$ cat config.mk
export PLATFORM = sky130hd
export DESIGN_NAME = slkr_interp
export DESIGN_NICKNAME = d
export VERILOG_FILES = /design/src/rtl/slkr_pkg.sv /design/src/rtl/slkr_interp.sv
export VERILOG_INCLUDE_DIRS = /design/src /design/src/rtl
export SDC_FILE = /design/constraint.sdc
export NUM_CORES = 2
export LEC_CHECK = 0
export BUFFER_PORTS_ARGS = -buffer_cell sky130_fd_sc_hd__buf_4
export CAP_MARGIN = 20
export CORE_MARGIN = 4
export CORE_UTILIZATION = 60
export DETAILED_ROUTE_END_ITERATION = 10
export PLACE_DENSITY = 0.8
export SLEW_MARGIN = 20
export SYNTH_ARGS = -nofsm -noshare
export SYNTH_HDL_FRONTEND = slang
export SYNTH_SLANG_ARGS = --single-unit
$ cat constraint.sdc
create_clock -name clock -period 16.5 [get_ports clock]
set_input_delay 0.825 -clock clock [delete_from_list [all_inputs] [get_ports clock]]
set_output_delay 0.825 -clock clock [all_outputs]
set_load 0.01 [all_outputs]
$ cat src/rtl/spectral_line_k_linear_resampler_macros.svh
// assertion macros shared by the resampler modules
`ifndef SPECTRAL_LINE_K_LINEAR_RESAMPLER_MACROS_SVH
`define SPECTRAL_LINE_K_LINEAR_RESAMPLER_MACROS_SVH

// same-cycle implication, sampled on clock, off during reset
`define SLKR_ASSERT_IMP(lbl, ante, cons, msg) \
   lbl: assert property (@(posedge clock) disable iff (reset) (ante) |-> (cons)) \
      else $error(msg);

// next-cycle implication, sampled on clock, off during reset
`define SLKR_ASSERT_NXT(lbl, ante, cons, msg) \
   lbl: assert property (@(posedge clock) disable iff (reset) (ante) |=> (cons)) \
      else $error(msg);

`endif

$ cat src/rtl/slkr_pkg.sv
// shared types and constants of the spectral line resampler
`default_nettype none

package slkr_pkg;

   localparam int MAX_LINE_LENGTH_DEF = 2048;
   localparam int FRACTION_BITS_DEF   = 16;

   localparam int ACTION_W   = 2;
   localparam int TADDR_W    = 11;
   localparam int TPOS_W     = 29;
   localparam int SAMPLE_W   = 16;
   localparam int OUT_POS_W  = 11;
   localparam int CSR_W      = 12;
   localparam int FRAC_W     = TPOS_W + 1;
   localparam int PROD_W     = SAMPLE_W + 1 + FRAC_W;

   localparam logic [CSR_W-1:0] LINE_LENGTH_RESET = 12'd1600;

   typedef enum logic [ACTION_W-1:0] {
      ACT_LOAD   = 2'd0,
      ACT_SAMPLE = 2'd1,
      ACT_DRAIN  = 2'd2,
      ACT_NONE   = 2'd3
   } slkr_action_type;

   typedef enum logic [2:0] {
      ST_IDLE,
      ST_POS,
      ST_RDB,
      ST_DIFF,
      ST_MUL,
      ST_RND,
      ST_OUT
   } slkr_state_type;

   typedef struct packed {
      logic start;
      logic rd_bank;
      logic last;
   } slkr_cmd_type;

endpackage

`default_nettype wire

$ cat src/rtl/slkr_interp.sv
// interpolation sequencer: table word to clamped indices, two line reads, subtract, multiply, round, saturate
`default_nettype none

module slkr_interp #(
   parameter int MAX_LINE_LENGTH = slkr_pkg::MAX_LINE_LENGTH_DEF,
   parameter int FRACTION_BITS   = slkr_pkg::FRACTION_BITS_DEF
) (
   input  wire logic                                       clock,
   input  wire logic                                       reset,
   input  wire slkr_pkg::slkr_cmd_type                     cmd,
   input  wire logic [$clog2(MAX_LINE_LENGTH)-1:0]         cmd_pos,
   input  wire logic [$clog2(MAX_LINE_LENGTH+1)-1:0]       cmd_len_m1,
   output logic                                            busy,
   input  wire logic signed [slkr_pkg::TPOS_W-1:0]         tbl_rdata,
   output logic [$clog2(MAX_LINE_LENGTH):0]                line_raddr,
   input  wire logic signed [slkr_pkg::SAMPLE_W-1:0]       line_rdata,
   output logic                                            rsp_valid,
   input  wire logic                                       rsp_stall,
   output logic signed [slkr_pkg::SAMPLE_W-1:0]            rsp_resampled_value,
   output logic [slkr_pkg::OUT_POS_W-1:0]                  rsp_output_position,
   output logic                                            rsp_last_of_line
);

   import slkr_pkg::*;

   localparam int PW = $clog2(MAX_LINE_LENGTH);
   localparam int LW = $clog2(MAX_LINE_LENGTH + 1);

   localparam logic signed [PROD_W-1:0] HALF = PROD_W'(1) << (FRACTION_BITS - 1);
   localparam logic signed [PROD_W-1:0] SAT_HI = PROD_W'(32767);
   localparam logic signed [PROD_W-1:0] SAT_LO = -PROD_W'(32768);

   slkr_state_type state_ff, state_in;

   logic                        rd_bank_ff;
   logic                        last_ff;
   logic [PW-1:0]               pos_ff;
   logic [LW-1:0]               len_m1_ff;
   logic [PW-1:0]               left_ff, right_ff;
   logic signed [FRAC_W-1:0]    frac_ff;
   logic signed [SAMPLE_W-1:0]  a_ff;
   logic signed [SAMPLE_W:0]    diff_ff;
   logic signed [PROD_W-1:0]    prod_ff;
   logic signed [PROD_W-1:0]    rnd_ff;

   logic                        rsp_valid_ff;
   logic signed [SAMPLE_W-1:0]  value_ff;
   logic [OUT_POS_W-1:0]        opos_ff;
   logic                        olast_ff;

   logic signed [TPOS_W-1:0]    fl;
   logic signed [FRAC_W-1:0]    fl_w;
   logic signed [FRAC_W-1:0]    len_m1_s;
   logic signed [FRAC_W-1:0]    p_w;
   logic [PW-1:0]               len_m1_p;
   logic [PW-1:0]               left_in, right_in;
   logic signed [FRAC_W-1:0]    frac_in;
   logic signed [PROD_W-1:0]    sum_v;
   logic signed [SAMPLE_W-1:0]  value_in;
   logic                        out_free;

   // index clamp from the table word
   always_comb begin
      fl       = tbl_rdata >>> FRACTION_BITS;
      fl_w     = {fl[TPOS_W-1], fl};
      p_w      = {tbl_rdata[TPOS_W-1], tbl_rdata};
      len_m1_s = $signed(FRAC_W'(len_m1_ff));
      len_m1_p = PW'(len_m1_ff);
      priority if (fl_w < 0) begin
         left_in = '0;
      end else if (fl_w > len_m1_s) begin
         left_in = len_m1_p;
      end else begin
         left_in = fl[PW-1:0];
      end
      right_in = (left_in == len_m1_p) ? left_in : left_in + 1'b1;
      // left is at most len_m1 here, so the shifted index stays inside the word
      frac_in  = p_w - $signed(FRAC_W'(left_in) << FRACTION_BITS);
   end

   always_comb begin
      sum_v = {{(PROD_W-SAMPLE_W){a_ff[SAMPLE_W-1]}}, a_ff} + rnd_ff;
      priority if (sum_v > SAT_HI) begin
         value_in = 16'sh7fff;
      end else if (sum_v < SAT_LO) begin
         value_in = -16'sh8000;
      end else begin
         value_in = sum_v[SAMPLE_W-1:0];
      end
   end

   assign out_free   = !rsp_valid_ff || !rsp_stall;
   assign line_raddr = (state_ff == ST_POS) ? {rd_bank_ff, left_in} : {rd_bank_ff, right_ff};

   always_comb begin
      state_in = state_ff;
      unique case (state_ff)
         ST_IDLE: begin
            if (cmd.start) begin
               state_in = ST_POS;
            end
         end
         ST_POS:  state_in = ST_RDB;
         ST_RDB:  state_in = ST_DIFF;
         ST_DIFF: state_in = ST_MUL;
         ST_MUL:  state_in = ST_RND;
         ST_RND:  state_in = ST_OUT;
         ST_OUT: begin
            if (out_free) begin
               state_in = ST_IDLE;
            end
         end
         default: state_in = ST_IDLE;
      endcase
   end

   always_ff @(posedge clock) begin
      if (reset) begin
         state_ff <= ST_IDLE;
      end else begin
         state_ff <= state_in;
      end
   end

   always_ff @(posedge clock) begin
      if (reset) begin
         rsp_valid_ff <= 1'b0;
      end else if (state_ff == ST_OUT && out_free) begin
         rsp_valid_ff <= 1'b1;
      end else if (!rsp_stall) begin
         rsp_valid_ff <= 1'b0;
      end
   end

   always_ff @(posedge clock) begin
      if (state_ff == ST_IDLE && cmd.start) begin
         rd_bank_ff <= cmd.rd_bank;
         last_ff    <= cmd.last;
         pos_ff     <= cmd_pos;
         len_m1_ff  <= cmd_len_m1;
      end
      if (state_ff == ST_POS) begin
         left_ff  <= left_in;
         right_ff <= right_in;
         frac_ff  <= frac_in;
      end
      if (state_ff == ST_RDB) begin
         a_ff <= line_rdata;
      end
      if (state_ff == ST_DIFF) begin
         diff_ff <= {line_rdata[SAMPLE_W-1], line_rdata} - {a_ff[SAMPLE_W-1], a_ff};
      end
      if (state_ff == ST_MUL) begin
         prod_ff <= PROD_W'(diff_ff * frac_ff);
      end
      if (state_ff == ST_RND) begin
         // round half up, then floor
         rnd_ff <= (prod_ff + HALF) >>> FRACTION_BITS;
      end
      if (state_ff == ST_OUT && out_free) begin
         value_ff <= value_in;
         opos_ff  <= OUT_POS_W'(pos_ff);
         olast_ff <= last_ff;
      end
   end

   assign busy                = (state_ff != ST_IDLE);
   assign rsp_valid           = rsp_valid_ff;
   assign rsp_resampled_value = value_ff;
   assign rsp_output_position = opos_ff;
   assign rsp_last_of_line    = olast_ff;

`include "spectral_line_k_linear_resampler_macros.svh"

   `SLKR_ASSERT_IMP(a_start_only_idle, cmd.start, state_ff == ST_IDLE, "start while busy")
   `SLKR_ASSERT_IMP(a_pos_after_start, state_ff == ST_POS, $past(cmd.start), "pos without start")
   `SLKR_ASSERT_IMP(a_right_next_to_left, state_ff == ST_RDB,
      right_ff == left_ff || right_ff == left_ff + 1'b1, "right index not next to left")
   `SLKR_ASSERT_NXT(a_out_loads_word, state_ff == ST_OUT && out_free,
      rsp_valid_ff && state_ff == ST_IDLE, "result word not loaded")

endmodule

`default_nettype wire

Word level (Yosys, flattened, before mapping)
Index checks and enable logic that the tools add are counted.
{ "classes": {"eq_ne": 10, "mux": 10, "reduce_logical": 8, "n_div": 0, "mul": 1, "magnitude_cmp": 4, "add_sub_neg": 5, "bitwise_logic": 0, "n_shift": 0} }
{ "op_table": {"columns": ["operator", "count"], "rows": [
  ["47-bit by 17-bit adder with 47-bit output (second input constant)", 1],
  ["17-bit by 30-bit multiplier with 47-bit output", 1],
  ["11-bit two-way mux", 4],
  ["16-bit by 31-bit adder with 32-bit output", 1],
  ["32-bit by 16-bit > comparator with 1-bit output (second input constant)", 1],
  ["32-bit by 16-bit less-than comparator with 1-bit output (second input constant)", 1],
  ["29-bit by 28-bit subtractor with 30-bit output", 1],
  ["3-bit one-hot mux with 7 select lines", 1],
  ["16-bit by 16-bit subtractor with 17-bit output", 1],
  ["16-bit two-way mux", 1],
  ["13-bit > comparator", 1],
  ["13-bit by 1-bit less-than comparator with 1-bit output (second input constant)", 1],
  ["11-bit by 1-bit adder with 11-bit output (second input constant)", 1],
  ["11-bit equality test", 1],
  ["3-bit equality test (second input constant)", 3],
  ["3-bit by 2-bit equality test with 1-bit output (second input constant)", 2],
  ["3-bit two-way mux", 2],
  ["2-bit inequality test (second input constant)", 2],
  ["3-bit by 1-bit equality test with 1-bit output (second input constant)", 1],
  ["3-bit zero test", 1],
  ["3-bit nonzero test", 1],
  ["1-bit logical AND", 2],
  ["1-bit zero test", 2],
  ["1-bit two-way mux", 2],
  ["other kinds (3)", 3]
]} }
{ "totals": {"latch_bits": 0, "rom_bits": 0, "regBits": 209, "n_memories": 0, "ram_bits": 0, "output_inout_bits": 42, "elab_cells": 53} }

Depth between registers and ports, before layout
{ "logic_depth": {"depth_word": 5, "ltp_mapped": 25} }

Worst setup path after synthesis
No wires, ideal clock.
{ "synth_timing": {"path_kind": "reg-to-reg", "from": "reg diff_ff[2]", "to": "reg prod_ff[46] (data pin)", "setup_time_ns": 0.260, "path_slack_ns": 9.939, "n_path_buf": 2, "arrival_ns": 6.301, "path_stages_with_launch": 24, "cell_sequence": "edfxtp_1 > clkbuf_1 > clkbuf_1 > nand2_1 > fa_1 > fa_1 > fa_1 > inv_1 > fa_1 > fa_1 > inv_1 > fa_1 > inv_1 > ha_1 > a21o_1 > a21o_1 > a221oi_1 > o21a_1 > o211ai_1 > a31o_2 > o211a_1 > nor3_1 > o21ai_0 > xnor2_1"} }
{ "synth_between": {"elab_chain_len": 1} }
{ "synth_rtl": {"columns": ["element", "line_no", "source"], "rows": [
  ["start, declared", "slkr_interp.sv:42", "logic signed [SAMPLE_W:0] diff_ff;"],
  ["start signal, assigned", "slkr_interp.sv:151", "diff_ff <= {line_rdata[SAMPLE_W-1], line_rdata} - {a_ff[SAMPLE_W-1], a_ff};"],
  ["17-bit by 30-bit multiplier with 47-bit output", "slkr_interp.sv:154", "prod_ff <= PROD_W'(diff_ff * frac_ff);"],
  ["end signal, assigned", "slkr_interp.sv:154", null],
  ["end, declared", "slkr_interp.sv:43", "logic signed [PROD_W-1:0] prod_ff;"]
]} }
Every way passes these cells.
A chain may end at the register's enable or synchronous reset.

Worst setup path after layout
{ "layout_timing": {"from": "reg diff_ff[7]", "to": "reg prod_ff[46] (data pin)"} }
The elaborated chain is that of the path after synthesis.

==> results by group <==
Floorplan
  • Starting Density: 60.72%
  • DIE WIDTH: 222.5 um
  • Die area: 49,520 um^2
  • Die H: 222.5 um
  • IO Pins: 116
  • Row count: 78
  • Core outline area: 45,480 um^2

Hold path
  • Hold_sp: pos_ff[8]
  • Hold Path End: rsp_output_position[8]
  • Hold Path Depth: 0
  • Hold Crit Class: flop to flop

Drt
  • Initial DRC Count: 1,388
  • DRT Pass-1 Iters: 5
  • Total Wirelength: 65,450 um
  • Vias per cell: 5.688
  • DRC violations left: 0
  • Routed Antenna Nets: 0
  • Drt wl/cell: 18.96 um
  • Total vias in the final route: 19,636

Timing
  • Fmax: 133.0 MHz
  • Min Tclk post-route: 7520 ps
  • Clock skew after layout: 14.69 ps
  • Final Hold Vio Count: 0
  • Worst slew pin tran: 1050 ps
  • RSZ-0062 raised after global routing: false
  • Post-route setup TNS: 0 ps
  • Max Slew Vio Count: 0
  • Endpoints failing setup: 0
  • Max-slew headroom at the worst pin: 29.99%
  • Period Utilization, post-route: 45.58%

Clock network
  • CTS root buf: clkbuf_16
  • Post-cts sizing count: 0
  • CTS H-tree depth: 4
  • Clock buffer depth: 2
  • Post-CTS setup buffer count: 0
  • TritonCTS clock tree: built
  • Clock sinks: 194
  • Clock transition at path regs: 80 ps
  • Cts hold-fix bufs: 0
  • Worst-skew pair later-pin latency: 490 ps
  • Total CTS buffers: 17

Critical path
  • Worst Reg-to-Reg Cells: 22
  • R2R Setup Slk: 8980 ps
  • Worst Setup End Kind: flop
  • Worst EP arrival: 7740 ps
  • Family with the most delay on the worst path: adder cells
  • CP dominant cell by count: fa_1
  • Worst setup SP type: flop
  • Crit path largest cell delay: 1040 ps
  • Cell Chain, Critical Path: and2_1, fa_1, inv_1, fa_1, fa_1, inv_1, fa_1, fa_1, inv_1, fa_1, inv_1, ha_1, a21o_1, a21o_1, a221oi_1, o21a_1, o211ai_1, a31o_2, o211a_1, nor3_1, o21ai_0, xnor2_1
  • Worst Path Buf+Inv: 4
  • Slowest CP cell: edfxtp_1
  • Worst reg2reg startpoint: diff_ff[7]
  • R2R Path End: prod_ff[46]
  • CP required: 16,720 ps
  • Worst Path Max Fanout: 30
  • CP Class: flop to flop

Logic synthesis
  • Post-synthesis net count: 3,528
  • Top cell type's share of synthesized area: 35.74%
  • Largest cells by area after synthesis: fa_1, edfxtp_1, ha_1, inv_1, and2_1
  • Synth Register Bits: 194
  • Seq/Total Area, Yosys: 20.95%
  • Syn avg cell area: 9.927 um^2
  • Ys async rst share: 0%
  • Library cells used by synthesis: 77
  • Largest area contributor in the netlist: fa_1
  • Post-synth EDFFs: 190
  • Ys Warns: 0
  • Syn Inst Count: 2,782
  • Most used DFF post-synth: edfxtp_1
  • Post-Syn Area: 27,620 um^2

Flow run
  • Max-Cap Viols: 0

Final layout
  • Antenna cells: 0
  • Post-Route Utilization: 65.29%
  • Proportion of layout cells with a drive suffix above 1: 6.942%
  • Final #Nets: 3,585
  • Synth-to-Final Area Change: 7.512%
  • Design area: 29,690 um^2

Place
  • I/O Buffers: 115
  • DP Wirelength: 51,200 um
  • GP Congestion: 0.9348
  • Post-DP Area: 29,000 um^2

Status
  • Outcome: finished clean

Global route
  • Tot GR Track Use: 27.56%
  • First-pass GRT wire length: 108,900 um
  • Vias in the first global route: 22,107
  • Antenna violations before repair: 0
  • Global route overflow: 0
  • Largest net degree at the start of global routing: 42
[cell usage after synthesis, types with 11 or more instances]
cell / number
nor3_1: 20
nand3_1: 39
nand4_1: 19
nor2_1: 99
inv_1: 569
ha_1: 179
and3_1: 15
nand2b_1: 14
a21oi_1: 67
xnor2_1: 85
o211ai_1: 12
and2_1: 218
fa_1: 493
mux2i_1: 11
clkbuf_1: 93
o21ai_0: 61
nand2_1: 342
a21o_1: 31
nor2b_1: 23
edfxtp_1: 190
o21ai_2: 11
xor2_1: 40
[registers in the layout (all words and copies together) (netlist names)]
name,cells
frac_ff,30
state_ff,3
rnd_ff,31
rsp_last_of_line,1
prod_ff,32
rsp_output_position,11
rsp_valid,1
rd_bank_ff,1
last_ff,1
rsp_resampled_value,16
pos_ff,11
a_ff,16
right_ff,11
len_m1_ff,12
diff_ff,17
[worst max path at each step]
| stage | slack (ps) | to | cells after the start | from |
|---|---|---|---|---|
| 5_1_grt | 8700 | prod_ff[46] | 22 | diff_ff[7] |
| 2_1_floorplan | 9940 | prod_ff[46] | 23 | diff_ff[2] |
| 4_1_cts | 8940 | prod_ff[46] | 21 | diff_ff[2] |
| 3_5_place_dp | 8890 | prod_ff[46] | 21 | diff_ff[2] |
| 6_report | 8980 | prod_ff[46] | 22 | diff_ff[7] |
| 3_3_place_gp | 9140 | prod_ff[46] | 21 | diff_ff[2] |
[logic make-up after synthesis]
family                     share of synthesized area (%)
and+or+nand+nor                                    14.76
adders and majority gates                          43.85
buffers and inverters                              9.161
AOI/OAI and AO/OA                                  6.841
DFF                                                20.95
xor gates and xnor gates                           3.964
muxes                                             0.4803
[cells in the final DEF (no fill, tap or decap), drive strengths merged, types with 5 or more instances in the layout]
cell type    n
ha         179
o22ai        6
o211ai      13
xnor2       85
buf        138
nand3       39
and2       218
inv        575
nand2      342
and4         7
a31oi        9
o21ai       75
a21oi       67
o41ai        5
nand4       19
xor2        40
a21boi       9
fa         493
nand2b      14
clkinv       6
a21o        31
mux2i       11
nor4         8
edfxtp     190
clkbuf      18
nor2b       23
a211oi       6
nor3        22
and3        15
o21a        11
nor2        99
o21bai       8
[per-layer routing]
| layer | global-route usage [%] | vias to the layer above | part of all wire [%] |
|---|---|---|---|
| li1 | - | 8793 | - |
| met1 | 33.64 | 9839 | 38 |
| met2 | 46.98 | 822 | 49 |
| met3 | 7.385 | 182 | 9.2 |
| met4 | 10.88 | 0 | 3.7 |
| met5 | 0 | - | 0 |
[through the flow]
step / hold slack, ps / setup slack [ps] / instances
after detailed placement: 404.5 / 8894 / 3417
after CTS: 418.2 / 8938 / 3449
after global placement: 400.6 / 9143 / 3417
after global routing: 420.3 / 8700 / 3452
after floorplan: 400.3 / 9939 / 2782
final: 417.6 / 8980 / 3452
[area by class of cell]
| class | count | area [um^2] |
|---|---|---|
| flip-flops and latches | 194 | 5786 |
| inverters | 569 | 2136 |
| multi-input cells | 1919 | 19320 |
| repair buffers | 138 | 1084 |
| fillers | 3572 | 15790 |
| well taps | 600 | 750.7 |
| clock inverters | 14 | 190.2 |
| clock buffers | 18 | 429.2 |
Power is not shown: default switching activity piles up to over one toggle a cycle in this logic, so the estimate is an artifact.
